[src/hw/rtl/assert_macros.svh]
// Assertion helpers for the RTL. They vanish in synthesis builds.
`ifndef ASSERT_MACROS_SVH
`define ASSERT_MACROS_SVH

`ifndef SYNTHESIS

// Checked on every rising edge outside reset.
`define SAT_ASSERT(label, clk, rst_n, prop) \
  label: assert property (@(posedge clk) disable iff (!rst_n) (prop)) \
    else $error("segment translator assertion failed");

// Checked on every rising edge, reset included.
`define SAT_ASSERT_ALWAYS(label, clk, prop) \
  label: assert property (@(posedge clk) (prop)) \
    else $error("segment translator assertion failed");

`else

`define SAT_ASSERT(label, clk, rst_n, prop)
`define SAT_ASSERT_ALWAYS(label, clk, prop)

`endif

`endif

[src/hw/rtl/sat_pkg.sv]
package sat_pkg;

  localparam int TABLE_SLOTS_DEF = 16;
  localparam int QUEUE_DEPTH     = 2;
  localparam int DATA_W          = 32;
  localparam int PADDR_W         = 31;

  // Request type codes on the input port.
  localparam logic [1:0] REQ_CLEAR = 2'd0;
  localparam logic [1:0] REQ_WRITE = 2'd1;
  localparam logic [1:0] REQ_XLATE = 2'd2;

  // Fault codes on the result port.
  localparam logic [1:0] FAULT_NONE  = 2'd0;
  localparam logic [1:0] FAULT_NOSEG = 2'd1;
  localparam logic [1:0] FAULT_RANGE = 2'd2;

  typedef logic [1:0] kind_t;

  // Work kinds after classification in the front end.
  localparam kind_t KIND_CLEAR = 2'd0;
  localparam kind_t KIND_WRITE = 2'd1;
  localparam kind_t KIND_XLATE = 2'd2;
  localparam kind_t KIND_NOP   = 2'd3;

  typedef struct packed {
    kind_t               kind;
    logic [3:0]          slot;
    logic [DATA_W-1:0]   seg_id;
    logic [PADDR_W-1:0]  base;
    logic [DATA_W-1:0]   limit;
    logic [DATA_W-1:0]   addr;
    logic [DATA_W-1:0]   size;
  } req_t;

  typedef struct packed {
    logic [DATA_W-1:0]   seg_id;
    logic [PADDR_W-1:0]  base;
    logic [DATA_W-1:0]   limit;
  } entry_t;

  // Queue head as seen by the back end.
  typedef struct packed {
    logic valid;
    req_t req;
  } head_t;

endpackage

[src/hw/rtl/sat_front.sv]
module sat_front import sat_pkg::*; #(
  parameter int TABLE_SLOTS = TABLE_SLOTS_DEF
) (
  input  logic               clk,
  input  logic               rst_n,
  input  logic               start,
  output logic               busy,
  input  logic [1:0]         in_req_type,
  input  logic [3:0]         in_entry_slot,
  input  logic [DATA_W-1:0]  in_entry_seg_id,
  input  logic [PADDR_W-1:0] in_entry_base,
  input  logic [DATA_W-1:0]  in_entry_limit,
  input  logic [DATA_W-1:0]  in_logical_addr,
  input  logic [DATA_W-1:0]  in_access_size,
  output head_t              head,
  input  logic               pop
);

  localparam int PTR_W = (QUEUE_DEPTH > 1) ? $clog2(QUEUE_DEPTH) : 1;
  localparam int CNT_W = $clog2(QUEUE_DEPTH + 1);
  localparam logic [CNT_W-1:0] FULL_CNT  = CNT_W'(QUEUE_DEPTH);
  localparam logic [PTR_W-1:0] LAST_PTR  = PTR_W'(QUEUE_DEPTH - 1);
  localparam logic [8:0]       SLOTS_LIM = 9'(TABLE_SLOTS);

  req_t             q_mem [QUEUE_DEPTH];
  logic [PTR_W-1:0] wr_ptr_r, wr_ptr_nxt;
  logic [PTR_W-1:0] rd_ptr_r, rd_ptr_nxt;
  logic [CNT_W-1:0] count_r, count_nxt;
  req_t             cls_req;
  logic             push;
  logic             do_pop;

  // Classification: writes to a slot that does not exist become no-ops.
  always_comb begin
    cls_req.slot   = in_entry_slot;
    cls_req.seg_id = in_entry_seg_id;
    cls_req.base   = in_entry_base;
    cls_req.limit  = in_entry_limit;
    cls_req.addr   = in_logical_addr;
    cls_req.size   = in_access_size;
    case (in_req_type)
      REQ_CLEAR: cls_req.kind = KIND_CLEAR;
      REQ_WRITE: cls_req.kind = ({5'd0, in_entry_slot} < SLOTS_LIM) ? KIND_WRITE : KIND_NOP;
      REQ_XLATE: cls_req.kind = KIND_XLATE;
      default:   cls_req.kind = KIND_NOP;
    endcase
  end

  assign busy   = (count_r == FULL_CNT);
  assign push   = start && !busy;
  assign do_pop = pop && head.valid;

  always_comb begin
    wr_ptr_nxt = wr_ptr_r;
    rd_ptr_nxt = rd_ptr_r;
    count_nxt  = count_r;
    if (push) begin
      wr_ptr_nxt = (wr_ptr_r == LAST_PTR) ? '0 : wr_ptr_r + 1'b1;
    end
    if (do_pop) begin
      rd_ptr_nxt = (rd_ptr_r == LAST_PTR) ? '0 : rd_ptr_r + 1'b1;
    end
    if (push && !do_pop) begin
      count_nxt = count_r + 1'b1;
    end else if (!push && do_pop) begin
      count_nxt = count_r - 1'b1;
    end
  end

  always_ff @(posedge clk) begin
    if (!rst_n) begin
      wr_ptr_r <= '0;
      rd_ptr_r <= '0;
      count_r  <= '0;
    end else begin
      wr_ptr_r <= wr_ptr_nxt;
      rd_ptr_r <= rd_ptr_nxt;
      count_r  <= count_nxt;
    end
  end

  always_ff @(posedge clk) begin
    if (push) begin
      q_mem[wr_ptr_r] <= cls_req;
    end
  end

  assign head.valid = (count_r != '0);
  assign head.req   = q_mem[rd_ptr_r];

endmodule

[src/hw/rtl/sat_div.sv]
module sat_div import sat_pkg::*; (
  input  logic              clk,
  input  logic              rst_n,
  input  logic              go,
  input  logic [DATA_W-1:0] dividend,
  input  logic [DATA_W-1:0] divisor,
  output logic              done,
  output logic [DATA_W-1:0] quotient,
  output logic [DATA_W-1:0] remainder
);

  localparam int STEP_W = $clog2(DATA_W);
  localparam logic [STEP_W-1:0] LAST_STEP = STEP_W'(DATA_W - 1);

  logic              run_r, run_nxt;
  logic              done_r, done_nxt;
  logic [STEP_W-1:0] step_r, step_nxt;
  logic [DATA_W-1:0] quo_r, quo_nxt;
  logic [DATA_W-1:0] rem_r, rem_nxt;
  logic [DATA_W:0]   rem_sh;
  logic [DATA_W:0]   diff;
  logic              ge;

  // Restoring division, one quotient bit per cycle. The dividend shifts out
  // of the top of quo_r while quotient bits shift in at the bottom. A zero
  // divisor yields an all-ones quotient and the dividend as remainder.
  assign rem_sh = {rem_r, quo_r[DATA_W-1]};
  assign ge     = (rem_sh >= {1'b0, divisor});
  assign diff   = rem_sh - {1'b0, divisor};

  always_comb begin
    run_nxt  = run_r;
    done_nxt = 1'b0;
    step_nxt = step_r;
    quo_nxt  = quo_r;
    rem_nxt  = rem_r;
    if (go) begin
      run_nxt  = 1'b1;
      step_nxt = '0;
      quo_nxt  = dividend;
      rem_nxt  = '0;
    end else if (run_r) begin
      quo_nxt  = {quo_r[DATA_W-2:0], ge};
      rem_nxt  = ge ? diff[DATA_W-1:0] : rem_sh[DATA_W-1:0];
      step_nxt = step_r + 1'b1;
      if (step_r == LAST_STEP) begin
        run_nxt  = 1'b0;
        done_nxt = 1'b1;
      end
    end
  end

  always_ff @(posedge clk) begin
    if (!rst_n) begin
      run_r  <= 1'b0;
      done_r <= 1'b0;
      step_r <= '0;
    end else begin
      run_r  <= run_nxt;
      done_r <= done_nxt;
      step_r <= step_nxt;
    end
  end

  always_ff @(posedge clk) begin
    quo_r <= quo_nxt;
    rem_r <= rem_nxt;
  end

  assign done      = done_r;
  assign quotient  = quo_r;
  assign remainder = rem_r;

endmodule

[src/hw/rtl/sat_back.sv]
module sat_back import sat_pkg::*; #(
  parameter int TABLE_SLOTS = TABLE_SLOTS_DEF
) (
  input  logic               clk,
  input  logic               rst_n,
  input  logic [DATA_W-1:0]  seg_max_size,
  input  head_t              head,
  output logic               pop,
  output logic               out_valid,
  output logic [PADDR_W-1:0] out_phys_addr,
  output logic [1:0]         out_fault_kind
);

  localparam int SLOT_W = (TABLE_SLOTS > 1) ? $clog2(TABLE_SLOTS) : 1;
  localparam int CNT_W  = $clog2(TABLE_SLOTS + 1);
  localparam logic [CNT_W-1:0] SCAN_END = CNT_W'(TABLE_SLOTS);

  localparam logic [1:0] ST_IDLE  = 2'd0;
  localparam logic [1:0] ST_DIV   = 2'd1;
  localparam logic [1:0] ST_SCAN  = 2'd2;
  localparam logic [1:0] ST_CHECK = 2'd3;

  logic [1:0]             state_r, state_nxt;
  logic [TABLE_SLOTS-1:0] valid_r, valid_nxt;
  entry_t                 tbl_mem [TABLE_SLOTS];
  entry_t                 rd_q;
  logic [CNT_W-1:0]       scan_idx_r, scan_idx_nxt;
  logic                   cmp_vld_r, cmp_vld_nxt;
  logic [SLOT_W-1:0]      cmp_idx_r, cmp_idx_nxt;
  logic [DATA_W-1:0]      size_r, size_nxt;
  logic [PADDR_W-1:0]     hit_base_r, hit_base_nxt;
  logic [DATA_W-1:0]      hit_limit_r, hit_limit_nxt;
  logic                   out_valid_r, out_valid_nxt;
  logic [PADDR_W-1:0]     out_phys_r, out_phys_nxt;
  logic [1:0]             out_fault_r, out_fault_nxt;
  logic                   wr_en;
  logic [SLOT_W-1:0]      wr_idx;
  logic                   rd_en;
  logic                   issue;
  logic                   hit;
  logic                   div_go;
  logic                   div_done;
  logic [DATA_W-1:0]      seg_no;
  logic [DATA_W-1:0]      offset;
  logic [DATA_W:0]        span;
  logic [DATA_W:0]        phys_sum;
  logic                   over_limit;
  logic                   over_addr;

  sat_div u_div (
    .clk       (clk),
    .rst_n     (rst_n),
    .go        (div_go),
    .dividend  (head.req.addr),
    .divisor   (seg_max_size),
    .done      (div_done),
    .quotient  (seg_no),
    .remainder (offset)
  );

  assign wr_idx = SLOT_W'(head.req.slot);
  assign issue  = (scan_idx_r < SCAN_END);
  assign hit    = cmp_vld_r && valid_r[cmp_idx_r] && (rd_q.seg_id == seg_no);

  assign span       = {1'b0, offset} + {1'b0, size_r};
  assign over_limit = (span > {1'b0, hit_limit_r});
  assign phys_sum   = {2'b00, hit_base_r} + {1'b0, offset};
  assign over_addr  = (phys_sum[DATA_W:PADDR_W] != '0);

  always_comb begin
    state_nxt     = state_r;
    valid_nxt     = valid_r;
    scan_idx_nxt  = scan_idx_r;
    cmp_vld_nxt   = 1'b0;
    cmp_idx_nxt   = cmp_idx_r;
    size_nxt      = size_r;
    hit_base_nxt  = hit_base_r;
    hit_limit_nxt = hit_limit_r;
    out_valid_nxt = 1'b0;
    out_phys_nxt  = '0;
    out_fault_nxt = FAULT_NONE;
    pop           = 1'b0;
    wr_en         = 1'b0;
    rd_en         = 1'b0;
    div_go        = 1'b0;
    case (state_r)
      ST_IDLE: begin
        if (head.valid) begin
          pop = 1'b1;
          case (head.req.kind)
            KIND_CLEAR: begin
              valid_nxt     = '0;
              out_valid_nxt = 1'b1;
            end
            KIND_WRITE: begin
              wr_en             = 1'b1;
              valid_nxt[wr_idx] = 1'b1;
              out_valid_nxt     = 1'b1;
            end
            KIND_XLATE: begin
              div_go    = 1'b1;
              size_nxt  = head.req.size;
              state_nxt = ST_DIV;
            end
            default: begin
              out_valid_nxt = 1'b1;
            end
          endcase
        end
      end
      ST_DIV: begin
        if (div_done) begin
          scan_idx_nxt = '0;
          state_nxt    = ST_SCAN;
        end
      end
      ST_SCAN: begin
        // Read one slot per cycle; compare it the cycle after.
        if (issue) begin
          rd_en        = 1'b1;
          scan_idx_nxt = scan_idx_r + 1'b1;
          cmp_idx_nxt  = scan_idx_r[SLOT_W-1:0];
          cmp_vld_nxt  = 1'b1;
        end
        if (hit) begin
          hit_base_nxt  = rd_q.base;
          hit_limit_nxt = rd_q.limit;
          cmp_vld_nxt   = 1'b0;
          state_nxt     = ST_CHECK;
        end else if (!issue && !cmp_vld_r) begin
          out_valid_nxt = 1'b1;
          out_fault_nxt = FAULT_NOSEG;
          state_nxt     = ST_IDLE;
        end
      end
      ST_CHECK: begin
        out_valid_nxt = 1'b1;
        if (over_limit || over_addr) begin
          out_fault_nxt = FAULT_RANGE;
        end else begin
          out_phys_nxt = phys_sum[PADDR_W-1:0];
        end
        state_nxt = ST_IDLE;
      end
      default: begin
        state_nxt = ST_IDLE;
      end
    endcase
  end

  always_ff @(posedge clk) begin
    if (!rst_n) begin
      state_r     <= ST_IDLE;
      valid_r     <= '0;
      scan_idx_r  <= '0;
      cmp_vld_r   <= 1'b0;
      out_valid_r <= 1'b0;
    end else begin
      state_r     <= state_nxt;
      valid_r     <= valid_nxt;
      scan_idx_r  <= scan_idx_nxt;
      cmp_vld_r   <= cmp_vld_nxt;
      out_valid_r <= out_valid_nxt;
    end
  end

  always_ff @(posedge clk) begin
    cmp_idx_r   <= cmp_idx_nxt;
    size_r      <= size_nxt;
    hit_base_r  <= hit_base_nxt;
    hit_limit_r <= hit_limit_nxt;
    out_phys_r  <= out_phys_nxt;
    out_fault_r <= out_fault_nxt;
  end

  always_ff @(posedge clk) begin
    if (wr_en) begin
      tbl_mem[wr_idx] <= '{seg_id: head.req.seg_id, base: head.req.base,
                           limit: head.req.limit};
    end
  end

  always_ff @(posedge clk) begin
    if (rd_en) begin
      rd_q <= tbl_mem[scan_idx_r[SLOT_W-1:0]];
    end
  end

  assign out_valid      = out_valid_r;
  assign out_phys_addr  = out_phys_r;
  assign out_fault_kind = out_fault_r;

endmodule

[src/hw/rtl/segment_address_translator.sv]
// Segment address translator. A request is taken when start is high and busy
// is low; a two-entry request queue sits in front of the execution engine, so
// one request can be handed in while another is being worked on. Every request
// produces exactly one result, shown for a single cycle with out_valid high;
// the receiver cannot stall it and must take it in that cycle. A clear, a slot
// write or an unknown request type is answered through the result register,
// with no divide and no table scan. A translation first runs the bit-serial
// 32-bit divider that splits the logical address, then scans the segment
// table memory one slot per cycle through its single read port, from the
// lowest slot up, and stops at the first slot whose segment id matches; the
// limit and overflow checks on that slot follow. The segment table needs no
// clearing pass after reset, since only the valid bits are reset.
// cfg_wdata loads the maximum segment size; it may be changed only while no
// request is in flight.

`include "assert_macros.svh"

module segment_address_translator import sat_pkg::*; #(
  parameter int TABLE_SLOTS = TABLE_SLOTS_DEF
) (
  input  logic               clk,
  input  logic               rst_n,
  input  logic               start,
  output logic               busy,
  input  logic [1:0]         in_req_type,
  input  logic [3:0]         in_entry_slot,
  input  logic [DATA_W-1:0]  in_entry_seg_id,
  input  logic [PADDR_W-1:0] in_entry_base,
  input  logic [DATA_W-1:0]  in_entry_limit,
  input  logic [DATA_W-1:0]  in_logical_addr,
  input  logic [DATA_W-1:0]  in_access_size,
  input  logic               cfg_we,
  input  logic [DATA_W-1:0]  cfg_wdata,
  output logic               out_valid,
  output logic [PADDR_W-1:0] out_phys_addr,
  output logic [1:0]         out_fault_kind
);

  // The segment size register resets to one, which makes every address its
  // own segment with offset zero.
  logic [DATA_W-1:0] seg_max_size_r, seg_max_size_nxt;
  head_t             head;
  logic              pop;

  assign seg_max_size_nxt = cfg_we ? cfg_wdata : seg_max_size_r;

  always_ff @(posedge clk) begin
    if (!rst_n) begin
      seg_max_size_r <= DATA_W'(1);
    end else begin
      seg_max_size_r <= seg_max_size_nxt;
    end
  end

  // Front end: takes requests, sorts out their kind and queues them.
  sat_front #(
    .TABLE_SLOTS (TABLE_SLOTS)
  ) u_front (
    .clk             (clk),
    .rst_n           (rst_n),
    .start           (start),
    .busy            (busy),
    .in_req_type     (in_req_type),
    .in_entry_slot   (in_entry_slot),
    .in_entry_seg_id (in_entry_seg_id),
    .in_entry_base   (in_entry_base),
    .in_entry_limit  (in_entry_limit),
    .in_logical_addr (in_logical_addr),
    .in_access_size  (in_access_size),
    .head            (head),
    .pop             (pop)
  );

  // Back end: owns the segment table, the divider and the result register.
  sat_back #(
    .TABLE_SLOTS (TABLE_SLOTS)
  ) u_back (
    .clk            (clk),
    .rst_n          (rst_n),
    .seg_max_size   (seg_max_size_r),
    .head           (head),
    .pop            (pop),
    .out_valid      (out_valid),
    .out_phys_addr  (out_phys_addr),
    .out_fault_kind (out_fault_kind)
  );

  // The queue is empty right after reset, so requests are welcome at once.
  `SAT_ASSERT_ALWAYS(a_reset_not_busy, clk, !rst_n |=> !busy)

  // The queue can only fill up through a request taken in the cycle before.
  `SAT_ASSERT(a_busy_after_start, clk, rst_n, $rose(busy) |-> $past(start))

  // A faulting translation never leaks an address.
  `SAT_ASSERT(a_fault_zero_addr, clk, rst_n, out_valid && (out_fault_kind != FAULT_NONE) |-> (out_phys_addr == '0))

endmodule

[config.mk]
export PLATFORM = sky130hd
export DESIGN_NAME = segment_address_translator
export DESIGN_NICKNAME = d
export VERILOG_FILES = /design/src/hw/rtl/sat_pkg.sv /design/src/hw/rtl/sat_front.sv /design/src/hw/rtl/sat_div.sv /design/src/hw/rtl/sat_back.sv /design/src/hw/rtl/segment_address_translator.sv
export VERILOG_INCLUDE_DIRS = /design/src /design/src/hw/rtl
export SDC_FILE = /design/constraint.sdc
export NUM_CORES = 2
export LEC_CHECK = 0
export BUFFER_PORTS_ARGS = -buffer_cell sky130_fd_sc_hd__buf_2
export CAP_MARGIN = 20
export CORE_ASPECT_RATIO = 2
export CORE_MARGIN = 8
export CORE_UTILIZATION = 33
export CTS_CLUSTER_SIZE = 8
export DETAILED_ROUTE_END_ITERATION = 8
export PLACE_DENSITY = 0.56
export RECOVER_POWER = 50
export SETUP_SLACK_MARGIN = 0.02
export SLEW_MARGIN = 30
export SYNTH_ARGS = -nofsm -noshare
export SYNTH_HDL_FRONTEND = slang
export SYNTH_SLANG_ARGS = --single-unit
[constraint.sdc]
create_clock -name clk -period 13.27 [get_ports clk]
set_clock_uncertainty 0.05 [all_clocks]
set_input_delay 2.654 -clock clk [delete_from_list [all_inputs] [get_ports clk]]
set_output_delay 2.654 -clock clk [all_outputs]
set_load 0.02 [all_outputs]
* Word level (Yosys, flattened, before mapping)
Memory sizes are Yosys's and may differ from the RTL's. A register that Yosys moved wholly into a read port is not among the register bits. Cells that the tools add are included.
Word-level totals: RAM bits 1850, input bits 201, logic and storage cells 141, output and inout bits 35, flip-flop bits (word level) 264, memories 2
Operators by class: eq/ne operators 15, add/subtract/negate cells 9, muxes and demuxes 51, bitwise operators 5, reductions and logical operators 33, magnitude comparators 6
Memory list:
- u_back.tbl_mem | depth 16, width 95, read ports 1, clocked after memory_dff 1, write ports 1, line sat_back.sv:25 | entry_t tbl_mem [TABLE_SLOTS];
- u_front.q_mem | depth 2, width 165, read ports 1, clocked after memory_dff 1, write ports 1, line sat_front.sv:25 | req_t q_mem [QUEUE_DEPTH];
Operators with widths (count):
- $mux 32 | 3
- $add 31x32->33 | 1
- $add 32x32->33 | 1
- $ge 33x32->1 | 1
- $gt 33x32->1 | 1
- $eq 32x32->1 | 1
- $pmux 16 s2 | 1
- $sub 32x32->32 | 1
- $mux 1 | 29
- $mux 2 | 9
- $or 16x16->16 | 1
- $reduce_bool 2->1 | 6
- $add 5x1->5 const B | 2
- $eq 2x2->1 const B | 5
- $lt 4x5->1 const B | 2
- $mux 5 | 2
- $pmux 5 s2 | 1
- $reduce_and 3->1 | 3
- $logic_and 1x1->1 | 8
- $pmux 2 s4 | 1
- $eq 2x1->1 const B | 3
- $logic_not 2->1 | 3
- $ne 2x2->1 const B | 3
- $pmux 2 s3 | 1
- 19 further kinds | 30

* Longest topological paths before layout
word-level depth 7, gate-level depth with buffers 23, depth with buffers taken out 21

* By module
A second synthesis with hierarchy kept.
Second synthesis, totals: cells, all modules 4295, area total of the unflattened synthesis 87478.9 µm²
Modules (own cells, without submodules):
- sat_back | area each 69157.6 µm², times used 1, sequential area each 52630.5 µm², cells each 3117
- sat_front | area each 12200.5 µm², times used 1, sequential area each 10009.6 µm², cells each 540
- sat_div | area each 4879.7 µm², times used 1, sequential area each 1741.7 µm², cells each 535
- segment_address_translator | area each 1241.2 µm², times used 1, sequential area each 640.6 µm², cells each 103

* Worst setup path before layout
Ideal clock, no wire load.
path kind input -> register, start input start, end memory u_front.q_mem[0][0] (netlist bit) (enable), setup time 0.693 ns, required time 12.527 ns, path slack 2.929 ns, buffers on the path 0, data arrival time 9.598 ns, cell stages on the path 2, cell sequence nand2_1 > nor2_1
On the way: cells in the longest elaborated chain, start to end 3
Ends and longest elaborated chain:
- start, declared | line segment_address_translator.sv:23 | input logic start,
- $logic_and 1x1->1 | line sat_front.sv:50 | assign push = start && !busy;
- $mux 1 | line sat_front.sv:83 | if (push) begin
- $mux 1 (not written as such) | line sat_front.sv:84 | q_mem[wr_ptr_r] <= cls_req;
- end, declared | line sat_front.sv:25
No other way between the ends.

==> flow_metrics.env <==
export IMPL_clock_path_buffers=4
export IMPL_antenna_left=0
export IMPL_ys_async_sr_fraction=0
export IMPL_wl_um=225000
export IMPL_maxCapViolations=12
export IMPL_dr_pass1_iters=5
export IMPL_syn_nets=4670
export IMPL_cts_repair_resized=0
export IMPL_cts_hold_buf=0
export IMPL_worst_pin_slew_ns=8.01
export IMPL_start_util=0.331
export IMPL_fp_dieArea_sq_um=281000
export IMPL_synthTopCellsByArea="edfxtp_1 72%, mux4_2 12%, dfxtp_1 3.1%"
export IMPL_avgSynthCellArea_sq_um=20.0
export IMPL_die_y_um=742
export IMPL_die_x_um=379
export IMPL_synth_edf_count=2076
export IMPL_worstSetupPathType="flop to flop"
export IMPL_post_cts_buffers=0
export IMPL_reg2reg_to="u_back.tbl_mem[3][13]"
export IMPL_synth_cell_types=79
export IMPL_ios=236
export IMPL_path_clk_slew_ns=0.05
export IMPL_cp_required_ns=13.67
export IMPL_yosysTopAreaCell="edfxtp_1"
export IMPL_cp_arrival_ns=7.98
export IMPL_final_setup_worst_slack_ns=5.69
export IMPL_yosys_warnings=0
export IMPL_r2r_slack_ns=5.69
export IMPL_holdPathEnd="u_back.hit_limit_r[5]"
export IMPL_cp_end_kind="flop"
export IMPL_grt_pass1_wl_um=324000
export IMPL_cp_top_family="buffers and inverters"
export IMPL_clk_latency_ns=0.87
export IMPL_crit_path_top_delay_cell="clkbuf_1"
export IMPL_overflow=0
export IMPL_fin_setup_tns_ns=0
export IMPL_status="complete, but fails checks"
export IMPL_grt_max_degree=137
export IMPL_nets=5105
export IMPL_std_cell_rows=266
export IMPL_hold_violations=0
export IMPL_cts_sinks=2210
export IMPL_drc=0
export IMPL_critPathLaunchType="flop"
export IMPL_root_buffer="clkbuf_16"
export IMPL_syn2layout_area_growth_pct=16.3
export IMPL_hp_class="flop to flop"
export IMPL_ys_seq_elements=2210
export IMPL_htreeDepth=5
export IMPL_grt_use_total=0.156
export IMPL_avgRoutedWirePerCell_um=26.9
export IMPL_drt_iter0_markers=3196
export IMPL_crit_chain="clkbuf_1 -> a31oi_1 -> nor2_1 -> buf_4 -> buf_4"
export IMPL_num_vias=42600
export IMPL_p_per_area_nw_per_um2=188
export IMPL_max_freq_mhz=132
export IMPL_setup_viol=0
export IMPL_reg2reg_depth=5
export IMPL_gp_congestion=0.887
export IMPL_place_ws_ns=7.16
export IMPL_syn_cell_area_sq_um=86900
export IMPL_slew_headroom=-4.34
export IMPL_path_buf_inv=3
export IMPL_cpMostUsedCell="buf_4"
export IMPL_core_area_sq_um=262000
export IMPL_synth_top_area_frac=0.718
export IMPL_violations="capacitance limit, slew limit"
export IMPL_hp_start="u_back.rd_q[5]"
export IMPL_p_leak_nw=32.1
export IMPL_cp_slowest_stage_delay_ns=2.62
export IMPL_maxSlewViolCount=613
export IMPL_yosysSeqAreaShare=0.748
export IMPL_rsz0062_at_grt="no"
export IMPL_cp_max_fo=59
export IMPL_detail_route_vias_per_cell=5.12
export IMPL_antenna_found_initial=44
export IMPL_numPortBuffers=235
export IMPL_ys_flop_type="edfxtp_1"
export IMPL_period_share=0.571
export IMPL_synth_common_cells="2076 x edfxtp_1, 480 x mux4_2, 147 x nand2_1"
export IMPL_dpl_hpwl_um=129000
export IMPL_grt_pass1_vias=46100
export IMPL_drive_gt1_frac=0.214
export IMPL_hold_depth=0
export IMPL_peakVddDrop_uv=129
export IMPL_synthMostInstantiatedCell="edfxtp_1"
export IMPL_cts_buffers=318
export IMPL_postSynthCellCount=4335
export IMPL_cts_tree="done"
export IMPL_fin_crit_ns=7.58
==> routing by layer <==
metal	track usage	vias to the layer above	wire length, um
met3	0.0281	403	10600
met2	0.281	1151	117000
li1	-	18400	-
met4	0.0524	46	7530
met5	0	-	290
met1	0.188	22600	88600
==> metrics by stage <==
step	area [sq um]	power, mW	std cells	util	hold slack [ns]
floorplan	86900	10.9	4335	-	0.350
global placement	92500	11.9	7929	0.353	0.356
detailed placement	92600	11.9	7932	0.353	0.358
CTS	101000	19.2	8318	0.386	0.355
global route	101000	19.7	8325	0.385	0.362
finish	101000	19.0	8334	0.385	0.355
==> worst max path at each step <==
stage / startpoint / to / slack, ns / depth (start not counted)
final: flop / u_back.tbl_mem[3][13] / 5.69 / 5
after global routing: flop / u_back.tbl_mem[3][13] / 5.11 / 5
after CTS: u_back.u_div.remainder[3] / u_back.out_phys_addr[29] / 7.16 / 18
after detailed placement: u_back.u_div.remainder[3] / u_back.out_phys_addr[29] / 7.16 / 18
after global placement: u_back.size_r[3] / u_back.out_phys_addr[29] / 6.82 / 18
after floorplan: start / u_front.q_mem[0][0] / 2.93 / 2
==> logic make-up (layout without fill, tap and decap cells) <==
group                      count (synthesis)  after routing  synth area share
xor gates and xnor gates                 115            115            0.0116
adders and majority gates                134            134            0.0196
muxes                                    677            677             0.149
AOI/OAI and AO/OA                        405            405            0.0301
DFF                                     2210           2210             0.748
buffers and inverters                    290            791            0.0130
other                                      0             14                 0
and+or+nand+nor                          504            504            0.0282
==> cell type report <==
type	instances	area, sq um
fill	23800	161000
sequential	2210	65000
multi-input combinational	1835	20900
clock buffer	366	8240
tap	3484	4360
timing repair buffer	300	1770
inverter	105	394
clock inverter	20	348
antenna	14	35.0
==> state kept, by name (all words and copies together) (netlist names), 4 cells and up, named ones only <==
| name | count |
|---|---|
| u_back.scan_idx_r | 5 |
| u_back.tbl_mem | 1520 |
| u_back.hit_base_r | 31 |
| u_back.hit_limit_r | 32 |
| u_back.cmp_idx_r | 4 |
| u_back.rd_q | 95 |
| u_back.size_r | 32 |
| u_back.u_div.quotient | 32 |
| u_front.q_mem | 330 |
| u_back.out_phys_addr | 31 |
| u_back.u_div.step_r | 5 |
| seg_max_size_r | 32 |
| u_back.u_div.remainder | 32 |
| u_back.valid_r | 16 |
==> where the power goes <==
group / leakage (nW) / total (mW) / internal [mW] / switching, mW
Sequential: 19.9 / 8.65 / 8.47 / 0.182
Combinational: 8.03 / 3.14 / 1.03 / 2.11
Clock: 4.18 / 7.18 / 4.34 / 2.84
Total: 32.1 / 19.0 / 13.8 / 5.13
==> cell usage in the layout (no fill, tap or decap), types with 21 or more instances in the layout <==
cell type  instances
a21o_1            37
a21oi_1           98
a31oi_1           27
buf_2            111
buf_4             31
clkbuf_1         176
clkbuf_16        323
dfxtp_1          132
edfxtp_1        2076
ha_1             131
inv_1            104
mux2_1           124
mux2i_1           69
mux4_2           480
nand2_1          147
nand2b_1          21
nand3_1           49
nand4_1           30
nor2_1            98
nor2b_1           51
nor3_1            24
o21a_1            24
o21ai_0           97
xnor2_1           78
xor2_1            37
No activity file was read; power rests on OpenSTA's default activity.
